File: config.mk
export PLATFORM = sky130hd
export DESIGN_NAME = multiplicative_string_hash_unit
export DESIGN_NICKNAME = d
export VERILOG_FILES = /design/src/design/msh_pkg.sv /design/src/design/msh_front.sv /design/src/design/msh_queue.sv /design/src/design/msh_back.sv /design/src/design/multiplicative_string_hash_unit.sv
export SDC_FILE = /design/constraint.sdc
export NUM_CORES = 1
export LEC_CHECK = 0
export BUFFER_PORTS_ARGS = -buffer_cell sky130_fd_sc_hd__buf_2
export CORE_MARGIN = 2
export CORE_UTILIZATION = 55
export CTS_CLUSTER_DIAMETER = 40
export DETAILED_ROUTE_END_ITERATION = 10
export PLACE_DENSITY = 0.87
export SYNTH_ARGS = -nofsm -noshare
export SYNTH_HDL_FRONTEND = slang
export SYNTH_SLANG_ARGS = --single-unit
File: constraint.sdc
create_clock -name clk_i -period 6.05 [get_ports clk_i]
set_input_delay 1.21 -clock clk_i [delete_from_list [all_inputs] [get_ports clk_i]]
set_output_delay 1.21 -clock clk_i [all_outputs]
set_load 0.01 [all_outputs]
File: src/design/msh_pkg.sv
`default_nettype none

package msh_pkg;

  localparam int unsigned DATA_W = 8;
  localparam int unsigned HASH_W = 32;
  localparam int unsigned MULT_W = 16;
  localparam int unsigned CNT_W  = 3;
  localparam int unsigned ADDR_W = 3;

  localparam logic [HASH_W-1:0] FOLD_LIMIT = 32'd16711661;
  localparam logic [DATA_W-1:0] PAD_VALUE  = 8'd137;
  localparam logic [MULT_W-1:0] MULT_RESET = 16'd257;
  localparam logic [HASH_W-1:0] SEED_RESET = 32'd0;
  localparam logic [CNT_W-1:0]  MIN_ROUNDS = 3'd6;

  // register index, taken from paddr[2]
  localparam logic REG_SEED = 1'b0;
  localparam logic REG_MULT = 1'b1;

  typedef enum logic [1:0] {
    KIND_BYTE,
    KIND_BYTE_LAST,
    KIND_END
  } kind_e;

  typedef struct packed {
    kind_e             kind;
    logic [DATA_W-1:0] data;
  } entry_t;

  typedef enum logic [1:0] {
    ST_IDLE,
    ST_ADD,
    ST_MUL,
    ST_EMIT
  } state_e;

  typedef struct packed {
    state_e           state;
    logic [CNT_W-1:0] cnt;
    logic             q_pop;
  } back_status_t;

endpackage

`default_nettype wire

File: src/design/msh_front.sv
`default_nettype none

module msh_front (
  input  wire logic                       push_i,
  input  wire logic                       q_full_i,
  input  wire logic [msh_pkg::DATA_W-1:0] data_byte_i,
  input  wire logic                       has_byte_i,
  input  wire logic                       is_last_i,
  output logic                            q_wr_o,
  output msh_pkg::entry_t                 q_entry_o
);
  import msh_pkg::*;

  logic accept;
  logic keep;
  kind_e kind;

  assign accept = push_i & ~q_full_i;

  // words with neither a byte nor an end mark are dropped here
  always_comb begin
    keep = 1'b1;
    kind = KIND_BYTE;
    unique case ({has_byte_i, is_last_i})
      2'b10: kind = KIND_BYTE;
      2'b11: kind = KIND_BYTE_LAST;
      2'b01: kind = KIND_END;
      default: keep = 1'b0;
    endcase
  end

  assign q_wr_o         = accept & keep;
  assign q_entry_o.kind = kind;
  assign q_entry_o.data = data_byte_i;

endmodule

`default_nettype wire

File: src/design/msh_queue.sv
`default_nettype none

module msh_queue #(
  parameter int unsigned DEPTH = 2
) (
  input  wire logic       clk_i,
  input  wire logic       rst_ni,
  input  wire logic       wr_i,
  input  msh_pkg::entry_t wr_entry_i,
  input  wire logic       rd_i,
  output msh_pkg::entry_t rd_entry_o,
  output logic            full_o,
  output logic            empty_o
);
  import msh_pkg::*;

  localparam int unsigned PtrW = (DEPTH > 1) ? $clog2(DEPTH) : 1;
  localparam int unsigned CntW = $clog2(DEPTH + 1);

  entry_t          mem_q [DEPTH];
  logic [PtrW-1:0] wr_ptr_q, wr_ptr_d;
  logic [PtrW-1:0] rd_ptr_q, rd_ptr_d;
  logic [CntW-1:0] cnt_q, cnt_d;

  assign full_o     = (cnt_q == CntW'(DEPTH));
  assign empty_o    = (cnt_q == '0);
  assign rd_entry_o = mem_q[rd_ptr_q];

  always_comb begin
    wr_ptr_d = wr_ptr_q;
    rd_ptr_d = rd_ptr_q;
    if (wr_i) begin
      wr_ptr_d = (wr_ptr_q == PtrW'(DEPTH - 1)) ? '0 : wr_ptr_q + 1'b1;
    end
    if (rd_i) begin
      rd_ptr_d = (rd_ptr_q == PtrW'(DEPTH - 1)) ? '0 : rd_ptr_q + 1'b1;
    end
    cnt_d = cnt_q;
    if (wr_i && !rd_i) begin
      cnt_d = cnt_q + 1'b1;
    end else if (rd_i && !wr_i) begin
      cnt_d = cnt_q - 1'b1;
    end
  end

  always_ff @(posedge clk_i or negedge rst_ni) begin
    if (!rst_ni) begin
      wr_ptr_q <= '0;
      rd_ptr_q <= '0;
      cnt_q    <= '0;
    end else begin
      wr_ptr_q <= wr_ptr_d;
      rd_ptr_q <= rd_ptr_d;
      cnt_q    <= cnt_d;
    end
  end

  always_ff @(posedge clk_i) begin
    if (wr_i) begin
      mem_q[wr_ptr_q] <= wr_entry_i;
    end
  end

endmodule

`default_nettype wire

File: src/design/msh_back.sv
`default_nettype none

module msh_back (
  input  wire logic                       clk_i,
  input  wire logic                       rst_ni,
  input  wire logic [msh_pkg::HASH_W-1:0] seed_i,
  input  wire logic [msh_pkg::MULT_W-1:0] mult_i,
  input  wire logic                       q_empty_i,
  input  msh_pkg::entry_t                 q_entry_i,
  output logic                            q_pop_o,
  input  wire logic                       pop_i,
  output logic                            empty_o,
  output logic [msh_pkg::HASH_W-1:0]      hash_value_o,
  output msh_pkg::back_status_t           status_o
);
  import msh_pkg::*;

  state_e              state_q, state_d;
  logic [CNT_W-1:0]    cnt_q, cnt_d, cnt_inc;
  logic                last_q, last_d;
  logic                out_valid_q, out_valid_d;
  logic [DATA_W-1:0]   val_q, val_d;
  logic [HASH_W-1:0]   fold_q, fold_d;
  logic [HASH_W-1:0]   sum_q;
  logic [HASH_W-1:0]   hash_q;
  logic [HASH_W-1:0]   base, raw;
  logic [HASH_W+MULT_W-1:0] prod;
  logic                slot_free;
  logic                q_pop;
  logic                val_load;
  logic                out_load;

  // first round of a name starts from the seed
  assign base    = (cnt_q == '0) ? seed_i : sum_q;
  assign raw     = base + HASH_W'(val_q);
  assign fold_d  = (raw > FOLD_LIMIT) ? raw - FOLD_LIMIT : raw;
  assign prod    = (HASH_W + MULT_W)'(fold_q) * (HASH_W + MULT_W)'(mult_i);
  assign cnt_inc = (cnt_q < MIN_ROUNDS) ? cnt_q + 1'b1 : cnt_q;
  assign slot_free = ~out_valid_q | pop_i;

  // next state
  always_comb begin
    state_d = state_q;
    unique case (state_q)
      ST_IDLE: begin
        if (!q_empty_i) begin
          if (q_entry_i.kind == KIND_END && cnt_q >= MIN_ROUNDS) begin
            state_d = ST_EMIT;
          end else begin
            state_d = ST_ADD;
          end
        end
      end
      ST_ADD: state_d = ST_MUL;
      ST_MUL: begin
        if (!last_q) begin
          state_d = ST_IDLE;
        end else if (cnt_inc < MIN_ROUNDS) begin
          state_d = ST_ADD;
        end else begin
          state_d = ST_EMIT;
        end
      end
      ST_EMIT: begin
        if (slot_free) begin
          state_d = ST_IDLE;
        end
      end
      default: state_d = ST_IDLE;
    endcase
  end

  // outputs and register loads
  always_comb begin
    q_pop    = 1'b0;
    val_load = 1'b0;
    val_d    = PAD_VALUE;
    last_d   = last_q;
    cnt_d    = cnt_q;
    out_load = 1'b0;
    unique case (state_q)
      ST_IDLE: begin
        if (!q_empty_i) begin
          q_pop    = 1'b1;
          val_load = 1'b1;
          last_d   = (q_entry_i.kind != KIND_BYTE);
          if (q_entry_i.kind != KIND_END) begin
            val_d = q_entry_i.data;
          end
        end
      end
      ST_ADD: ;
      ST_MUL: begin
        cnt_d    = cnt_inc;
        val_load = 1'b1;
      end
      ST_EMIT: begin
        if (slot_free) begin
          out_load = 1'b1;
          cnt_d    = '0;
        end
      end
      default: ;
    endcase
  end

  always_comb begin
    out_valid_d = out_valid_q;
    if (out_load) begin
      out_valid_d = 1'b1;
    end else if (pop_i) begin
      out_valid_d = 1'b0;
    end
  end

  always_ff @(posedge clk_i or negedge rst_ni) begin
    if (!rst_ni) begin
      state_q     <= ST_IDLE;
      cnt_q       <= '0;
      last_q      <= 1'b0;
      out_valid_q <= 1'b0;
    end else begin
      state_q     <= state_d;
      cnt_q       <= cnt_d;
      last_q      <= last_d;
      out_valid_q <= out_valid_d;
    end
  end

  always_ff @(posedge clk_i) begin
    if (val_load) begin
      val_q <= val_d;
    end
    if (state_q == ST_ADD) begin
      fold_q <= fold_d;
    end
    if (state_q == ST_MUL) begin
      sum_q <= prod[HASH_W-1:0];
    end
    if (out_load) begin
      hash_q <= sum_q;
    end
  end

  assign q_pop_o        = q_pop;
  assign empty_o        = ~out_valid_q;
  assign hash_value_o   = hash_q;
  assign status_o.state = state_q;
  assign status_o.cnt   = cnt_q;
  assign status_o.q_pop = q_pop;

endmodule

`default_nettype wire

File: src/design/multiplicative_string_hash_unit.sv
// Channel  | Direction | Handshake       | Payload
// ---------+-----------+-----------------+------------------------------------------
// input    | in        | push / full     | data_byte_i, has_byte_i, is_last_i
// result   | out       | pop / empty     | hash_value_o
// config   | in        | APB psel/penable| seed @0x0 (32b), multiplier @0x4 (16b)
//
// Steps: each byte word is dequeued, added/folded and multiplied 32x16; short names
//   get pad rounds of add/fold and multiply, and an emit step moves each hash to
//   the result register. Idle words (no byte, no end mark) are dropped at the front.
// The input queue (QUEUE_DEPTH words) absorbs bursts; full rises when it fills.
// Reset: queue empty, no result pending, seed 0, multiplier 257.
// A held result (pop low) stalls only the engine, the queue keeps filling.
`default_nettype none

module multiplicative_string_hash_unit #(
  parameter int unsigned QUEUE_DEPTH = 4
) (
  input  wire logic                       clk_i,
  input  wire logic                       rst_ni,
  // input word channel
  input  wire logic                       push,
  output logic                            full,
  input  wire logic [msh_pkg::DATA_W-1:0] data_byte_i,
  input  wire logic                       has_byte_i,
  input  wire logic                       is_last_i,
  // result channel
  input  wire logic                       pop,
  output logic                            empty,
  output logic [msh_pkg::HASH_W-1:0]      hash_value_o,
  // configuration
  input  wire logic                       psel,
  input  wire logic                       penable,
  input  wire logic                       pwrite,
  input  wire logic [msh_pkg::ADDR_W-1:0] paddr,
  input  wire logic [31:0]                pwdata,
  output logic [31:0]                     prdata,
  output logic                            pready
);
  import msh_pkg::*;

  logic [HASH_W-1:0] seed_q;
  logic [MULT_W-1:0] mult_q;
  logic              cfg_wr;
  logic              reg_sel;

  logic              q_wr;
  entry_t            q_wr_entry;
  logic              q_rd;
  entry_t            q_rd_entry;
  logic              q_full;
  logic              q_empty;
  back_status_t      back_st;

  // ---------------------------------------------------------------------
  // Configuration registers; writes land in the APB access phase
  // ---------------------------------------------------------------------
  assign pready  = 1'b1;
  assign cfg_wr  = psel & penable & pwrite & pready;
  assign reg_sel = paddr[2];

  always_ff @(posedge clk_i or negedge rst_ni) begin
    if (!rst_ni) begin
      seed_q <= SEED_RESET;
      mult_q <= MULT_RESET;
    end else if (cfg_wr) begin
      unique case (reg_sel)
        REG_SEED: seed_q <= pwdata;
        REG_MULT: mult_q <= pwdata[MULT_W-1:0];
        default: ;
      endcase
    end
  end

  always_comb begin
    prdata = '0;
    unique case (reg_sel)
      REG_SEED: prdata = seed_q;
      REG_MULT: prdata = {{(32 - MULT_W){1'b0}}, mult_q};
      default: prdata = '0;
    endcase
  end

  // ---------------------------------------------------------------------
  // Front: accept and sort input words
  // ---------------------------------------------------------------------
  assign full = q_full;

  msh_front u_front (
    .push_i      (push),
    .q_full_i    (q_full),
    .data_byte_i (data_byte_i),
    .has_byte_i  (has_byte_i),
    .is_last_i   (is_last_i),
    .q_wr_o      (q_wr),
    .q_entry_o   (q_wr_entry)
  );

  // ---------------------------------------------------------------------
  // Queue between front and round engine
  // ---------------------------------------------------------------------
  msh_queue #(
    .DEPTH (QUEUE_DEPTH)
  ) u_queue (
    .clk_i      (clk_i),
    .rst_ni     (rst_ni),
    .wr_i       (q_wr),
    .wr_entry_i (q_wr_entry),
    .rd_i       (q_rd),
    .rd_entry_o (q_rd_entry),
    .full_o     (q_full),
    .empty_o    (q_empty)
  );

  // ---------------------------------------------------------------------
  // Back: round engine plus result register
  // ---------------------------------------------------------------------
  msh_back u_back (
    .clk_i        (clk_i),
    .rst_ni       (rst_ni),
    .seed_i       (seed_q),
    .mult_i       (mult_q),
    .q_empty_i    (q_empty),
    .q_entry_i    (q_rd_entry),
    .q_pop_o      (q_rd),
    .pop_i        (pop),
    .empty_o      (empty),
    .hash_value_o (hash_value_o),
    .status_o     (back_st)
  );

  // ---------------------------------------------------------------------
  // Assertions
  // ---------------------------------------------------------------------
  a_no_overflow: assert property (@(posedge clk_i) disable iff (!rst_ni)
    q_full |-> !q_wr)
    else $error("queue written while full");

  a_no_underflow: assert property (@(posedge clk_i) disable iff (!rst_ni)
    back_st.q_pop |-> !q_empty)
    else $error("engine took a word from an empty queue");

  a_cnt_bound: assert property (@(posedge clk_i) disable iff (!rst_ni)
    back_st.cnt <= MIN_ROUNDS)
    else $error("round count past its limit");

  a_result_from_emit: assert property (@(posedge clk_i) disable iff (!rst_ni)
    $fell(empty) |-> $past(back_st.state == ST_EMIT))
    else $error("result appeared outside the emit step");

endmodule

`default_nettype wire
==> impl_metrics.yaml <==
worst_setup_path:
  worstSetupEndpointType: "register"
  r2r-end: "u_back.sum_q[22]"
  critPathKind: "reg2reg"
  startpoint_type: "register"
  crit_arrival_ps: 6960
  cp.required_ps: 6310
  rr_startpoint: "u_back.fold_q[10]"
  reg2reg_depth: 21
  cp_max_fo: 7
  rrSetupSlack_ps: -650
cells_and_area:
  layout.nets: 2760
  diodes: 0
  syn_to_final_growth_pct: 17.3
  fillers: 2526
  drive_gt1_share_pct: 23.2
floorplan:
  die_w_um: 201
  die_h_um: 201
  dieArea_um2: 40300
  start_util_pct: 55.4
  core-area_um2: 38400
  rows: 72
  io_pins: 119
min_path:
  holdCritStartpoint: "u_back.sum_q[1]"
  holdPathStages: 0
  holdPathEnd: "u_back.hash_value_o[1]"
  hp-class: "reg2reg"
timing:
  clock_skew_ps: 42.9
  hold_viol: 0
  max_freq_ghz: 0.149
  final-setup-viol-count: 15
  rsz0062_at_grt: "yes"
  tightest_slew_ps: 1180
  layout_setup_ws_ps: -650
  fin_crit_sh_pct: 111
  maxSlewViolCount: 0
  finalCriticalPeriod_ps: 6700
  max-slew-margin-rel_pct: 21.0
global_route:
  grt_max_degree: 63
  grt_util_all_layers_pct: 31.4
  grt_pass1_vias: 18700
  grt_pass1_wl_um: 99500
  gr-total-overflow: 0
  antenna_found_initial: 3
clock_network:
  clockBufferDepth: 3
  numCtsBuffers: 23
  cts_max_level: 1
  numClockSinks: 206
  cts_root_buffer: "clkbuf_16"
  cts_tree: "built"
  clk_pin_slew_worst_paths_ps: 70
  insertion_delay_ps: 570
run:
  cap_violations: 0
route:
  dr.pass1.iters: 8
  wl_um: 67000
  drt_iter0_drc: 2445
  drc: 0
  vias_per_cell: 6.14
  routedWlPerCell_um: 23.5
  ant_nets: 0
  vias: 17500
placement:
  hpwl_um: 45000
  port_buffers: 115
  place_ws_ps: -525
  gp_congestion: 0.963
logic_synthesis:
  yosys.area.top_type: "fa_1"
  syn_nets: 2517
  synth_cells: 2076
  ys_top_cells_by_area: "fa_1 (29%), edfxtp_1 (20%), dfrtp_1 (7.1%)"
  synth-seq-cells: 206
  synth_edf_count: 144
  netlist_area_um2: 21300
  syn_avg_cell_area_um2: 10.3
  yosys_warnings: 0
  synthDistinctLibCells: 81
  synth-async-reset-ratio_pct: 30.1
  ys.flop_type: "edfxtp_1"
  synth_top_area_share_pct: 28.8
  yosysSeqAreaShare_pct: 27.6
  synth_most_common_cell: "inv_1"
  synth_common_cells: "inv_1 (357), nand2_1 (342), fa_1 (306)"
outcome:
  violations: "setup timing"
  outcome: "finished, violations left"
## registers in the layout (all words and copies together), names as in the netlist
name and count:
mult_q 16, seed_q 32, u_back.cnt_q 3, u_back.fold_q 32
u_back.hash_value_o 32, u_back.last_q 1, u_back.out_valid_q 1, u_back.state_q 2
u_back.sum_q 32, u_back.val_q 8, u_queue.cnt_q 3, u_queue.mem_q 40
u_queue.rd_ptr_q 2, u_queue.wr_ptr_q 2
## per-stage QoR
step	util, %	hold slack (ps)	area (µm²)	std cells	setup TNS (ps)
global route	65.0	455	25000	2854	-6350
global placement	61.0	444	23400	2771	-935
detailed placement	61.0	438	23400	2771	-2460
finish	65.0	456	25000	2854	-6160
CTS	64.3	459	24700	2841	-1010
floorplan	-	426	21300	2076	-5.32
## what timing repair did
item | 4_1_cts | 5_1_grt
gates resized for setup | 72 | 46
endpoints found under the setup margin | 12 | 17
pin swaps | 39 | 32
hold buffers | 0 | 0
setup buffers | 28 | 15
## cell usage in the layout, fill, tap and decap left out, drive strengths merged, types with 12 or more instances in the layout
cell / count
mux2i: 30
edfxtp: 144
nand2: 343
a21oi: 43
inv: 363
nor3: 18
nor2: 55
buf: 310
clkbuf: 28
xnor2: 76
nor2b: 32
ha: 83
dfrtp: 60
and2: 141
nand2b: 12
fa: 306
nand3: 20
mux2: 70
xor2: 30
nand4: 12
a21o: 15
o21ai: 28
## how the worst max path moves through the flow
stage,start,to,slack [ps],depth (start not counted)
3_3_place_gp,mult_q[1],u_back.sum_q[28],-270,21
4_1_cts,u_back.fold_q[8],u_back.sum_q[31],-280,21
5_1_grt,u_back.fold_q[10],u_back.sum_q[31],-720,24
2_1_floorplan,mult_q[8],u_back.sum_q[31],-5,23
3_5_place_dp,mult_q[1],u_back.sum_q[28],-520,21
6_report,u_back.fold_q[10],u_back.sum_q[22],-650,21
## layer usage
| metal | part of all wire (%) | track usage, % |
|---|---|---|
| met1 | 32 | 37.4 |
| met2 | 47 | 54.2 |
| met4 | 8.9 | 16.6 |
| met3 | 12 | 6.30 |
| met5 | 0.034 | 0 |
## worst max-delay path, cell delays in order, from the launching register on
cell and delay [ps]:
edfxtp_1 600, buf_6 160, nand2_1 70, fa_1 500, fa_1 610, fa_1 500, fa_1 580, inv_2 60
fa_1 460, fa_1 570, ha_4 230, a21o_1 170, a21o_1 220, a2111o_1 390, a31oi_4 300, buf_4 190
buf_6 90, nand2b_4 130, o21ai_2 70, o21a_1 200, nor2_1 150, xnor2_1 130
## layout make-up
cell class / instances / area (µm²) / share of cell area (%)
inverters: 357 / 1340 / 5.37
clock buffers: 28 / 616 / 2.47
repair buffers: 310 / 2190 / 8.77
flip-flops and latches: 206 / 5890 / 23.6
well taps: 518 / 648 / 2.60
multi-input cells: 1421 / 14100 / 56.5
clock inverters: 14 / 180 / 0.722
## cells by family (layout without fill, tap and decap cells)
logic type	after synthesis	after routing	synth area share [%]
adder cells (fa/ha/maj)	389	389	33.7
XOR/XNOR	106	106	4.36
AO/OA/AOI/OAI	139	139	4.46
buffers and inverters	449	709	8.17
multiplexers	110	110	6.21
flip-flops	206	206	27.6
AND/OR/NAND/NOR	676	676	15.5
other	1	1	0.0176
Power is not shown: default switching activity piles up to over one toggle a cycle in this logic, so the estimate is an artifact.
